**src/hdl/sync_framed_xor_packet_parser_unit_defines.svh**
```systemverilog
// Assertion macros for the framed packet parser.
// Needs i_clk and i_rst_n in the scope where a macro is used.
`ifndef SYNC_FRAMED_XOR_PACKET_PARSER_UNIT_DEFINES_SVH
`define SYNC_FRAMED_XOR_PACKET_PARSER_UNIT_DEFINES_SVH

// Same-cycle implication, checked outside reset.
`define SFXP_ASSERT_NOW(name, ante, cons, msg) \
    name: assert property (@(posedge i_clk) disable iff (!i_rst_n) (ante) |-> (cons)) \
        else $error(msg);

// Next-cycle implication, checked outside reset.
`define SFXP_ASSERT_NEXT(name, ante, cons, msg) \
    name: assert property (@(posedge i_clk) disable iff (!i_rst_n) (ante) |=> (cons)) \
        else $error(msg);

`endif

```
**src/hdl/sfxp_pkg.sv**
```systemverilog
// Shared types and constants of the framed packet parser.
// No dependencies.
package sfxp_pkg;

    localparam int unsigned FRAME_LEN  = 20;
    localparam int unsigned CELL_COUNT = FRAME_LEN - 3;   // body bytes 2..18
    localparam int unsigned WORD_COUNT = 8;
    localparam int unsigned CENTRE_IDX = 6;
    localparam logic [15:0] CENTRE_RESET = 16'd2048;

    localparam logic [7:0] SYNC_FIRST  = 8'hAA;
    localparam logic [7:0] SYNC_SECOND = 8'h55;
    localparam logic [1:0] FLAG_MASK   = 2'b11;   // manual active, tracking

    // Parse positions
    localparam logic [4:0] POS_HUNT  = 5'd0;
    localparam logic [4:0] POS_SYNC2 = 5'd1;
    localparam logic [4:0] POS_BODY  = 5'd2;
    localparam logic [4:0] POS_LAST  = 5'(FRAME_LEN - 1);

    // Controller to datapath
    typedef struct packed {
        logic shift;     // body byte enters the cell chain
        logic done;      // check byte taken, frame complete
        logic ok;        // XOR matched the check byte
        logic at_last;   // next byte is the check byte
    } t_ctrl;

    typedef struct packed {
        logic               frame_ok;
        logic [1:0]         mode_flags;
        logic signed [15:0] manual_speed;
        logic signed [15:0] error_norm;
        logic signed [15:0] error_rate;
        logic signed [15:0] prop_gain;
        logic signed [15:0] speed_ceiling;
        logic signed [15:0] deriv_time;
        logic [15:0]        pot_center_value;
        logic signed [15:0] velocity_gain;
        logic [31:0]        good_frames;
        logic [31:0]        bad_frames;
    } t_result;

endpackage

```
**src/hdl/sfxp_ifs.sv**
```systemverilog
// Handshake channels of the framed packet parser: received bytes and results.
// Depends on sfxp_pkg.
interface sfxp_rx_if;
    logic       valid;
    logic       ready;
    logic [7:0] rx_byte;

    modport source (output valid, output rx_byte, input ready);
    modport sink   (input valid, input rx_byte, output ready);
endinterface

interface sfxp_res_if;
    logic              valid;
    logic              ready;
    sfxp_pkg::t_result item;

    modport source (output valid, output item, input ready);
    modport sink   (input valid, input item, output ready);
endinterface

```
**src/hdl/sfxp_cell.sv**
```systemverilog
// One byte cell of the body shift chain.
// No dependencies.
module sfxp_cell (
    input  logic       i_clk,
    input  logic       i_shift,
    input  logic [7:0] i_byte,
    output logic [7:0] o_byte
);
    logic [7:0] r_byte;
    logic [7:0] n_byte;

    // Take the neighbor's byte on a shift, else hold
    assign n_byte = i_shift ? i_byte : r_byte;

    always_ff @(posedge i_clk) begin
        r_byte <= n_byte;
    end

    assign o_byte = r_byte;
endmodule

```
**src/hdl/sfxp_ctrl.sv**
```systemverilog
// Preamble hunt, frame position and running XOR of the parser.
// Depends on sfxp_pkg.
module sfxp_ctrl (
    input  logic           i_clk,
    input  logic           i_rst_n,
    input  logic           i_accept,
    input  logic [7:0]     i_byte,
    output sfxp_pkg::t_ctrl o_ctrl
);
    import sfxp_pkg::*;

    logic [4:0] r_pos;
    logic [4:0] n_pos;
    logic [7:0] r_xor;
    logic [7:0] n_xor;
    logic       w_shift;
    logic       w_done;

    // Next position and checksum for the accepted byte
    always_comb begin
        n_pos   = r_pos;
        n_xor   = r_xor;
        w_shift = 1'b0;
        w_done  = 1'b0;
        if (i_accept) begin
            if (r_pos == POS_HUNT || r_pos > POS_LAST) begin
                n_pos = (i_byte == SYNC_FIRST) ? POS_SYNC2 : POS_HUNT;
            end else if (r_pos == POS_SYNC2) begin
                if (i_byte == SYNC_SECOND) begin
                    n_pos = POS_BODY;
                    n_xor = SYNC_FIRST ^ SYNC_SECOND;
                end else if (i_byte != SYNC_FIRST) begin
                    n_pos = POS_HUNT;
                end
            end else if (r_pos == POS_LAST) begin
                w_done = 1'b1;
                n_pos  = POS_HUNT;
            end else begin
                w_shift = 1'b1;
                n_xor   = r_xor ^ i_byte;
                n_pos   = r_pos + 5'd1;
            end
        end
    end

    always_ff @(posedge i_clk) begin
        if (!i_rst_n) begin
            r_pos <= POS_HUNT;
        end else begin
            r_pos <= n_pos;
        end
        r_xor <= n_xor;
    end

    assign o_ctrl.shift   = w_shift;
    assign o_ctrl.done    = w_done;
    assign o_ctrl.ok      = (r_xor == i_byte);
    assign o_ctrl.at_last = (r_pos == POS_LAST);
endmodule

```
**src/hdl/sync_framed_xor_packet_parser_unit.sv**
```systemverilog
// Channel   Dir  Payload                          Moves
// i_rx      in   rx_byte[7:0]                     one received byte per item
// o_res     out  t_result (check flag, held, cnt)  one result per completed frame
//
// Takes one byte per cycle; body bytes are folded into a running XOR that is
// compared with the check byte as it is taken, and the frame's result is
// registered at that same edge, visible on o_res from the next cycle.
// Body bytes 2..18 travel through a chain of 17 byte cells; the check reads
// them in place. Reset is synchronous, active low, and clears position, held
// values (centre word 2048) and counters. Input stalls only when a result
// waits on o_res and the next byte would complete another frame.
// Depends on sfxp_pkg, sfxp_ifs, sfxp_ctrl, sfxp_cell and the defines header.
`include "sync_framed_xor_packet_parser_unit_defines.svh"

module sync_framed_xor_packet_parser_unit (
    input  logic            i_clk,
    input  logic            i_rst_n,
    sfxp_rx_if.sink         i_rx,
    sfxp_res_if.source      o_res
);
    import sfxp_pkg::*;

    t_ctrl       w_ctrl;
    logic        w_accept;
    logic [7:0]  w_chain [CELL_COUNT+1];

    logic [1:0]  r_flags;
    logic [1:0]  n_flags;
    logic [15:0] r_words [WORD_COUNT];
    logic [15:0] n_words [WORD_COUNT];
    logic [31:0] r_good;
    logic [31:0] n_good;
    logic [31:0] r_bad;
    logic [31:0] n_bad;
    logic        r_out_valid;
    t_result     r_out;
    t_result     n_out;

    // Hold input only if a finished result is stuck and another would follow
    assign i_rx.ready = !r_out_valid || o_res.ready || !w_ctrl.at_last;
    assign w_accept   = i_rx.valid && i_rx.ready;

    sfxp_ctrl u_ctrl (
        .i_clk    (i_clk),
        .i_rst_n  (i_rst_n),
        .i_accept (w_accept),
        .i_byte   (i_rx.rx_byte),
        .o_ctrl   (w_ctrl)
    );

    // Body byte chain: cell k holds frame byte 18-k at the check
    assign w_chain[0] = i_rx.rx_byte;
    for (genvar k = 0; k < CELL_COUNT; k++) begin : g_cell
        sfxp_cell u_cell (
            .i_clk   (i_clk),
            .i_shift (w_ctrl.shift),
            .i_byte  (w_chain[k]),
            .o_byte  (w_chain[k+1])
        );
    end

    // Held values and counters after the frame check
    always_comb begin
        n_flags = r_flags;
        n_good  = r_good;
        n_bad   = r_bad;
        for (int i = 0; i < WORD_COUNT; i++) begin
            n_words[i] = r_words[i];
        end
        if (w_ctrl.done) begin
            if (w_ctrl.ok) begin
                n_flags = w_chain[CELL_COUNT][1:0] & FLAG_MASK;
                for (int i = 0; i < WORD_COUNT; i++) begin
                    n_words[i] = {w_chain[15 - 2*i], w_chain[16 - 2*i]};
                end
                n_good = r_good + 32'd1;
            end else begin
                n_bad = r_bad + 32'd1;
            end
        end
    end

    // Result fields
    always_comb begin
        n_out.frame_ok         = w_ctrl.ok;
        n_out.mode_flags       = n_flags;
        n_out.manual_speed     = n_words[0];
        n_out.error_norm       = n_words[1];
        n_out.error_rate       = n_words[2];
        n_out.prop_gain        = n_words[3];
        n_out.speed_ceiling    = n_words[4];
        n_out.deriv_time       = n_words[5];
        n_out.pot_center_value = n_words[6];
        n_out.velocity_gain    = n_words[7];
        n_out.good_frames      = n_good;
        n_out.bad_frames       = n_bad;
    end

    always_ff @(posedge i_clk) begin
        if (!i_rst_n) begin
            r_flags <= '0;
            for (int i = 0; i < WORD_COUNT; i++) begin
                r_words[i] <= (i == CENTRE_IDX) ? CENTRE_RESET : 16'd0;
            end
            r_good      <= '0;
            r_bad       <= '0;
            r_out_valid <= 1'b0;
        end else begin
            r_flags <= n_flags;
            for (int i = 0; i < WORD_COUNT; i++) begin
                r_words[i] <= n_words[i];
            end
            r_good <= n_good;
            r_bad  <= n_bad;
            if (w_ctrl.done) begin
                r_out_valid <= 1'b1;
            end else if (o_res.ready) begin
                r_out_valid <= 1'b0;
            end
        end
        if (w_ctrl.done) begin
            r_out <= n_out;
        end
    end

    assign o_res.valid = r_out_valid;
    assign o_res.item  = r_out;

    // Checks
    `SFXP_ASSERT_NOW(a_no_overrun, r_out_valid && !o_res.ready && w_ctrl.at_last, !i_rx.ready, "byte taken over a waiting result")
    `SFXP_ASSERT_NEXT(a_done_gives_result, w_ctrl.done, r_out_valid, "completed frame gave no result")
    `SFXP_ASSERT_NEXT(a_counts_only_on_done, i_rst_n && !w_ctrl.done, $stable(r_good) && $stable(r_bad), "counter moved without a frame")
    `SFXP_ASSERT_NOW(a_done_at_last, w_ctrl.done, w_ctrl.at_last && w_accept, "frame ended off the check byte")
endmodule

```
**src/flat_wrapper.sv**
```systemverilog
// flat-port wrapper written by rule: the top's interface ports become plain ports
module sync_framed_xor_packet_parser_unit_flat import sfxp_pkg::*;
  (i_clk, i_rst_n, i_rx_valid, i_rx_rx_byte, i_rx_ready, o_res_valid, o_res_item, o_res_ready);
  sfxp_rx_if i_rx_i ();
  sfxp_res_if o_res_i ();
  input  logic i_clk;
  input  logic i_rst_n;
  input wire logic [$bits(i_rx_i.valid)-1:0] i_rx_valid;
  input wire logic [$bits(i_rx_i.rx_byte)-1:0] i_rx_rx_byte;
  output wire logic [$bits(i_rx_i.ready)-1:0] i_rx_ready;
  output wire logic [$bits(o_res_i.valid)-1:0] o_res_valid;
  output wire logic [$bits(o_res_i.item)-1:0] o_res_item;
  input wire logic [$bits(o_res_i.ready)-1:0] o_res_ready;
  assign i_rx_i.valid = i_rx_valid;
  assign i_rx_i.rx_byte = i_rx_rx_byte;
  assign i_rx_ready = i_rx_i.ready;
  assign o_res_valid = o_res_i.valid;
  assign o_res_item = o_res_i.item;
  assign o_res_i.ready = o_res_ready;
  sync_framed_xor_packet_parser_unit u_core (.i_clk(i_clk), .i_rst_n(i_rst_n), .i_rx(i_rx_i), .o_res(o_res_i));
endmodule
```
**config.mk**
```make
export PLATFORM = sky130hd
export DESIGN_NAME = sync_framed_xor_packet_parser_unit_flat
export DESIGN_NICKNAME = d
export VERILOG_FILES = /design/src/hdl/sfxp_pkg.sv /design/src/hdl/sfxp_ifs.sv /design/src/hdl/sfxp_cell.sv /design/src/hdl/sfxp_ctrl.sv /design/src/hdl/sync_framed_xor_packet_parser_unit.sv /design/src/flat_wrapper.sv
export VERILOG_INCLUDE_DIRS = /design/src /design/src/hdl
export SDC_FILE = /design/constraint.sdc
export NUM_CORES = 1
export LEC_CHECK = 0
export ABC_AREA = 1
export BUFFER_PORTS_ARGS = -buffer_cell sky130_fd_sc_hd__buf_2
export CORE_MARGIN = 1.5
export CORE_UTILIZATION = 60
export CTS_CLUSTER_DIAMETER = 80
export DETAILED_ROUTE_END_ITERATION = 6
export GPL_TIMING_DRIVEN = 1
export PLACE_DENSITY = 0.9
export REMOVE_ABC_BUFFERS = 1
export SLEW_MARGIN = 20
export SYNTH_ARGS = -nofsm -noshare
export SYNTH_HDL_FRONTEND = slang
export SYNTH_SLANG_ARGS = --single-unit
```
**constraint.sdc**
```tcl
create_clock -name i_clk -period 43.7 [get_ports i_clk]
set_clock_uncertainty 0.1 [all_clocks]
set_input_delay 6.555 -clock i_clk [delete_from_list [all_inputs] [get_ports i_clk]]
set_output_delay 6.555 -clock i_clk [all_outputs]
set_load 0.05 [all_outputs]
```
==> impl_metrics.tcl, run 1 <==
set metrics [dict create \
    start_kind "input pin" \
    finalHoldViolCount 0 \
    crit_path_end_kind "output port" \
    worstPathArrival_ns 7.23 \
    cts_tree "yes" \
    post-route-period-util_pct 31.8 \
    gp_congestion 0.843 \
    seq_area_frac_synth_pct 66.2 \
    die_h_um 191 \
    power.density_nw_per_um2 41.5 \
    ctsResizeCount 0 \
    r2r_cells 10 \
    path_buf_inv 2 \
    critPathRequiredTime_ns 37.05 \
    core_area_um2 34600 \
    final_cells 2832 \
    clk_path_buf_depth 3 \
    fp-row-count 68 \
    cpMaxStageDelayCell "nor2_1" \
    setup_violations 0 \
    rsz0062_at_grt "no" \
    whs_path_depth 0 \
    clk_latency_ns 0.58 \
    route.vias.total 14986 \
    antenna_cells 0 \
    drv_slew 0 \
    sw_frac_of_total_pct 20.2 \
    final_cell_mix "inv_1, nand2_1, edfxtp_1" \
    clkSinkCount 533 \
    p_seq_share_pct 53.8 \
    maxSlewHeadroom_pct 29.1 \
    fillers 2347 \
    max_freq_mhz 72.0 \
    avgSynthCellArea_um2 9.91 \
    ios 209 \
    cellLeakagePower_nw 10.3 \
    cts_buffers 51 \
    cap_viol_max_count 0 \
    first_pass_iters 5 \
    status "completed" \
    cts_root_buf "clkbuf_16" \
    grt_pass1_wl_um 72900 \
    first_iter_violations 1200 \
    layout_commonest_cell "inv_1" \
    internal_power_w 0.000805 \
    track_usage_pct 25.1 \
    clockPowerShare_pct 44.5 \
    routed_wl_um 45600 \
    antenna_found_initial 0 \
    power.total_w 0.00101 \
    cts.reportedPaths.clkPinSlew_ns 0.07 \
    drive_gt1_share_pct 13.1 \
    synthArstFlopShare_pct 0 \
    overflow 0 \
    critPathTopFamily "simple AND/OR/NAND/NOR gates" \
    via_per_inst 5.29 \
    portBuffers 208 \
    max_stage_delay_ns 0.24 \
    fin_tns_setup_ns 0 \
    yosysUniqueCellTypes 32 \
    die_w_um 191 \
    min_period_ns 13.89 \
    area_growth_pct 14.9 \
    worst_pin_slew_ns 1.06 \
    synth_seq_cells 533 \
    die-area_um2 36400 \
    placed_cells 2735 \
    p_sw_w 0.000204 \
    ant_nets 0 \
    grt_max_degree 176 \
    path_max_fanout 3 \
    hold_buffers 0 \
    grt_pass1_vias 15200 \
    wl_per_cell_um 16.1 \
    synth_edf_count 333 \
    initial_core_util_pct 61.1 \
    post_cts.repair.setup_buffers 0 \
    drc 0 \
    peakVddDrop_uv 32.9 \
    hp-class "reg -> reg" \
    cts_max_level 2 \
    dp.final_hpwl_um 27700 \
    yosys_warnings 0 \
    fin_nets 2351 \
    path_cells "buf_2 > nor2_1 > nand2_1 > buf_2" \
    synthFlopType "edfxtp_1" \
    worstSetupPathType "in -> out" \
    worst-path-stages 4 \
    combPwrFrac_pct 1.7 \
    netlist_area_um2 21200 \
    synth_cells 2135 \
    crit_top_cell "buf_2" \
]
per-stage QoR:
| step | hold WS [ns] | worst slack, ns | utilization, % | area [µm²] |
|---|---|---|---|---|
| after floorplan | 0.326 | 21.01 | - | 20800 |
| after global placement | 0.329 | 29.80 | 65.1 | 22600 |
| after detailed placement | 0.333 | 29.81 | 65.1 | 22600 |
| after CTS | 0.342 | 29.81 | 70.1 | 24300 |
| after global routing | 0.346 | 29.74 | 70.2 | 24300 |
| final | 0.333 | 29.81 | 70.2 | 24300 |
flip-flops by register name, summed over array words and instances, names as in the netlist:
| signal | count |
|---|---|
| u_core.r_flags | 2 |
| u_core.o_res.valid | 1 |
| u_core.r_good | 32 |
| u_core.o_res.item | 195 |
| u_core.r_words | 128 |
| u_core.u_ctrl.r_pos | 5 |
| u_core.r_bad | 32 |
| u_core.u_ctrl.r_xor | 8 |
| u_core.g_cell.u_cell.o_byte | 130 |
cell usage after synthesis (2+ instances only):
| master | count | share of area (%) |
|---|---|---|
| ha_1 | 5 | 0.30 |
| nor2_1 | 111 | 2.0 |
| dfxtp_1 | 200 | 19 |
| o21ai_0 | 23 | 0.54 |
| xnor2_1 | 3 | 0.12 |
| inv_1 | 489 | 8.7 |
| nor2_2 | 2 | 0.059 |
| edfxtp_1 | 333 | 47 |
| nand3_1 | 37 | 0.88 |
| nand2_1 | 474 | 8.4 |
| nor4_1 | 4 | 0.12 |
| inv_2 | 2 | 0.035 |
| buf_2 | 42 | 0.99 |
| a21oi_1 | 176 | 4.2 |
| a211oi_1 | 130 | 4.6 |
| nand3b_1 | 15 | 0.53 |
| nand4_1 | 18 | 0.53 |
| and2_1 | 4 | 0.12 |
| buf_1 | 2 | 0.035 |
| xor2_1 | 13 | 0.54 |
| clkbuf_1 | 29 | 0.51 |
| or2_1 | 2 | 0.059 |
| nor3_1 | 12 | 0.28 |
metal layers:
metal | track usage, % | vias up | wire, µm
met5 | 0 | - | 0
met4 | 8.48 | 0 | 1190
met3 | 4.10 | 89 | 2820
met2 | 44.1 | 514 | 22700
met1 | 31.4 | 7121 | 18900
li1 | - | 7262 | -
logic make-up after synthesis:
| logic type | after synthesis | share of synthesized area, % |
|---|---|---|
| flops | 533 | 66.2 |
| compound gates | 331 | 9.38 |
| xor+xnor | 16 | 0.662 |
| simple gates | 684 | 13.2 |
| fa+ha+maj | 5 | 0.296 |
| buf+inv | 566 | 10.3 |
power groups by stage:
| stage | clock, W | combinational, W | sequential (W) |
|---|---|---|---|
| 2_1_floorplan | 0 | 0.0000104 | 0.000555 |
| 3_3_place_gp | 0 | 0.0000158 | 0.000553 |
| 3_5_place_dp | 0 | 0.0000165 | 0.000554 |
| 4_1_cts | 0.000456 | 0.0000167 | 0.000543 |
| 5_1_grt | 0.000475 | 0.0000192 | 0.000543 |
| 6_report | 0.000450 | 0.0000170 | 0.000543 |
layout make-up:
| class | count | area, µm² | area share, % |
|---|---|---|---|
| Sequential cell | 533 | 14000 | 57.6 |
| Multi-Input combinational cell | 1036 | 5000 | 20.6 |
| Inverter | 492 | 1850 | 7.62 |
| Clock buffer | 66 | 1400 | 5.78 |
| Timing Repair Buffer | 220 | 1160 | 4.79 |
| Tap cell | 455 | 569 | 2.34 |
| Clock inverter | 30 | 318 | 1.31 |
worst paths after layout:
check / start / endpoint / slack, ns
max: o_res_ready / i_rx_ready / 29.81
min reg2reg: u_core.g_cell[0].u_cell.o_byte[3] / u_core.g_cell[1].u_cell.o_byte[3] / 0.33
max reg2reg: u_core.u_ctrl.r_pos[0] / u_core.o_res.item[121] / 39.87
min: u_core.g_cell[0].u_cell.o_byte[3] / u_core.g_cell[1].u_cell.o_byte[3] / 0.33
Note: power is estimated with default switching activity, not from simulation.
==> inputs of run 2 (changes only) <==
--- a/config.mk
+++ b/config.mk
@@ -9,11 +9,11 @@
 export ABC_AREA = 1
 export BUFFER_PORTS_ARGS = -buffer_cell sky130_fd_sc_hd__buf_2
 export CORE_MARGIN = 1.5
-export CORE_UTILIZATION = 60
+export CORE_UTILIZATION = 59
 export CTS_CLUSTER_DIAMETER = 80
 export DETAILED_ROUTE_END_ITERATION = 6
 export GPL_TIMING_DRIVEN = 1
-export PLACE_DENSITY = 0.9
+export PLACE_DENSITY = 0.89
 export REMOVE_ABC_BUFFERS = 1
 export SLEW_MARGIN = 20
 export SYNTH_ARGS = -nofsm -noshare
==> constraint.sdc (replaced) <==
create_clock -name i_clk -period 13.4 [get_ports i_clk]
set_clock_uncertainty 0.1 [all_clocks]
set_input_delay 2.01 -clock i_clk [delete_from_list [all_inputs] [get_ports i_clk]]
set_output_delay 2.01 -clock i_clk [all_outputs]
set_load 0.05 [all_outputs]
==> impl_metrics.tcl, run 2 (synthesis results as in run 1) <==
set metrics [dict create \
    die-area_um2 37000 \
    routed_wl_um 45200 \
    power.total_w 0.00331 \
    reg2reg_slack_ns 9.35 \
    die_h_um 192 \
    placed_cells 2739 \
    worst_r2r_endpoint "u_core.o_res.item[96]" \
    track_usage_pct 24.3 \
    worstPathArrival_ns 2.73 \
    crit_top_cell "buf_2" \
    critPathTopFamily "simple AND/OR/NAND/NOR gates" \
    postPlaceCellArea_um2 22600 \
    start_kind "input pin" \
    max_freq_mhz 207 \
    largest_register_ff_count 195 \
    layout_commonest_cell "inv_1" \
    drc 0 \
    crit_path_end_kind "output port" \
    power.density_nw_per_um2 136 \
    first_pass_iters 5 \
    finalHoldViolCount 0 \
    status "completed" \
    cellLeakagePower_nw 10.3 \
    grt_pass1_wl_um 71700 \
    worst_pin_slew_ns 1.06 \
    antenna_cells 0 \
    hp-class "reg -> reg" \
    grt_pass1_vias 14888 \
    post-route-period-util_pct 36.1 \
    min_period_ns 4.84 \
    fin_nets 2349 \
    gp_congestion 0.869 \
    cts_buffers 52 \
    post_cts.repair.setup_buffers 0 \
    hold_end "u_core.g_cell[6].u_cell.o_byte[6]" \
    overflow 0 \
    peakVddDrop_uv 137 \
    dp.final_hpwl_um 27200 \
    fp-row-count 69 \
    finalHoldWorstSlack_ns 0.335 \
    hold_buffers 0 \
    cts_root_buf "clkbuf_16" \
    via_per_inst 5.30 \
    ios 209 \
    cpMaxStageDelayCell "nor2_1" \
    maxSlewHeadroom_pct 29.2 \
    stdcell_area_um2 24300 \
    drv_slew 0 \
    path_buf_inv 2 \
    cts_max_level 2 \
    ant_nets 0 \
    grt_max_degree 237 \
    rsz0062_at_grt "no" \
    area_growth_pct 15.0 \
    reg2reg_from "u_core.u_ctrl.r_pos[0]" \
    core_area_um2 35400 \
    clk_latency_ns 0.58 \
    initial_core_util_pct 59.8 \
    route.vias.total 15042 \
    whs_path_depth 0 \
    die_w_um 192 \
    path_cells "buf_2 > nor2_1 > nand2_1 > buf_2" \
    path_max_fanout 3 \
    drive_gt1_share_pct 13.3 \
    hp-start "u_core.g_cell[5].u_cell.o_byte[6]" \
    final_cell_mix "inv_1, nand2_1, edfxtp_1" \
    critPathRequiredTime_ns 11.29 \
    worstSetupPathType "in -> out" \
    r2r_cells 11 \
    cts.reportedPaths.clkPinSlew_ns 0.06 \
    cap_viol_max_count 0 \
    antenna_found_initial 0 \
    first_iter_violations 1166 \
    portBuffers 208 \
    clk_path_buf_depth 3 \
    clkSinkCount 533 \
    final_cells 2837 \
    setup_violations 0 \
    wl_per_cell_um 15.9 \
    cts_tree "yes" \
    max_stage_delay_ns 0.26 \
    ctsResizeCount 0 \
]
[run 2: worst max path at each step]
stage,end,cells after the start,from
floorplan,u_core.r_good[25],7,o_res_ready
global placement,u_core.o_res.item[73],9,i_rx_valid
finish,i_rx_ready,4,o_res_ready
global route,u_core.o_res.item[96],9,i_rx_valid
detailed placement,u_core.r_words[0][56],9,i_rx_valid
CTS,i_rx_ready,4,o_res_ready
[run 2: metal layers]
layer / track usage, % / wire, µm / vias up
met5: 0 / 0 / -
met4: 9.24 / 1340 / 0
met3: 4.16 / 3090 / 101
met2: 41.4 / 22100 / 546
met1: 31.2 / 18700 / 7120
li1: - / - / 7275
[run 2: cell type report]
class / instances / area, µm²
Multi-Input combinational cell: 1036 / 5000
Fill cell: 2500 / 11100
Tap cell: 461 / 577
Clock buffer: 68 / 1430
Sequential cell: 533 / 14000
Inverter: 492 / 1850
Timing Repair Buffer: 217 / 1130
Clock inverter: 30 / 330
[run 2: metrics by stage]
step	utilization, %	TNS [ns]	setup WS, ns
after floorplan	-	-1389.68	-4.75
after global routing	68.7	0	8.37
after detailed placement	63.7	0	8.07
after CTS	68.7	0	8.57
final	68.7	0	8.56
after global placement	63.7	0	8.16
[run 2: report_power, final]
| group | leakage [nW] | internal [W] | total (W) | switching [W] |
|---|---|---|---|---|
| registers | 4.64 | 0.00176 | 0.00177 | 0.0000111 |
| clock network | 0.864 | 0.000859 | 0.00149 | 0.000627 |
| logic | 4.76 | 0.00000925 | 0.0000539 | 0.0000447 |
| total | 10.3 | 0.00263 | 0.00331 | 0.000683 |
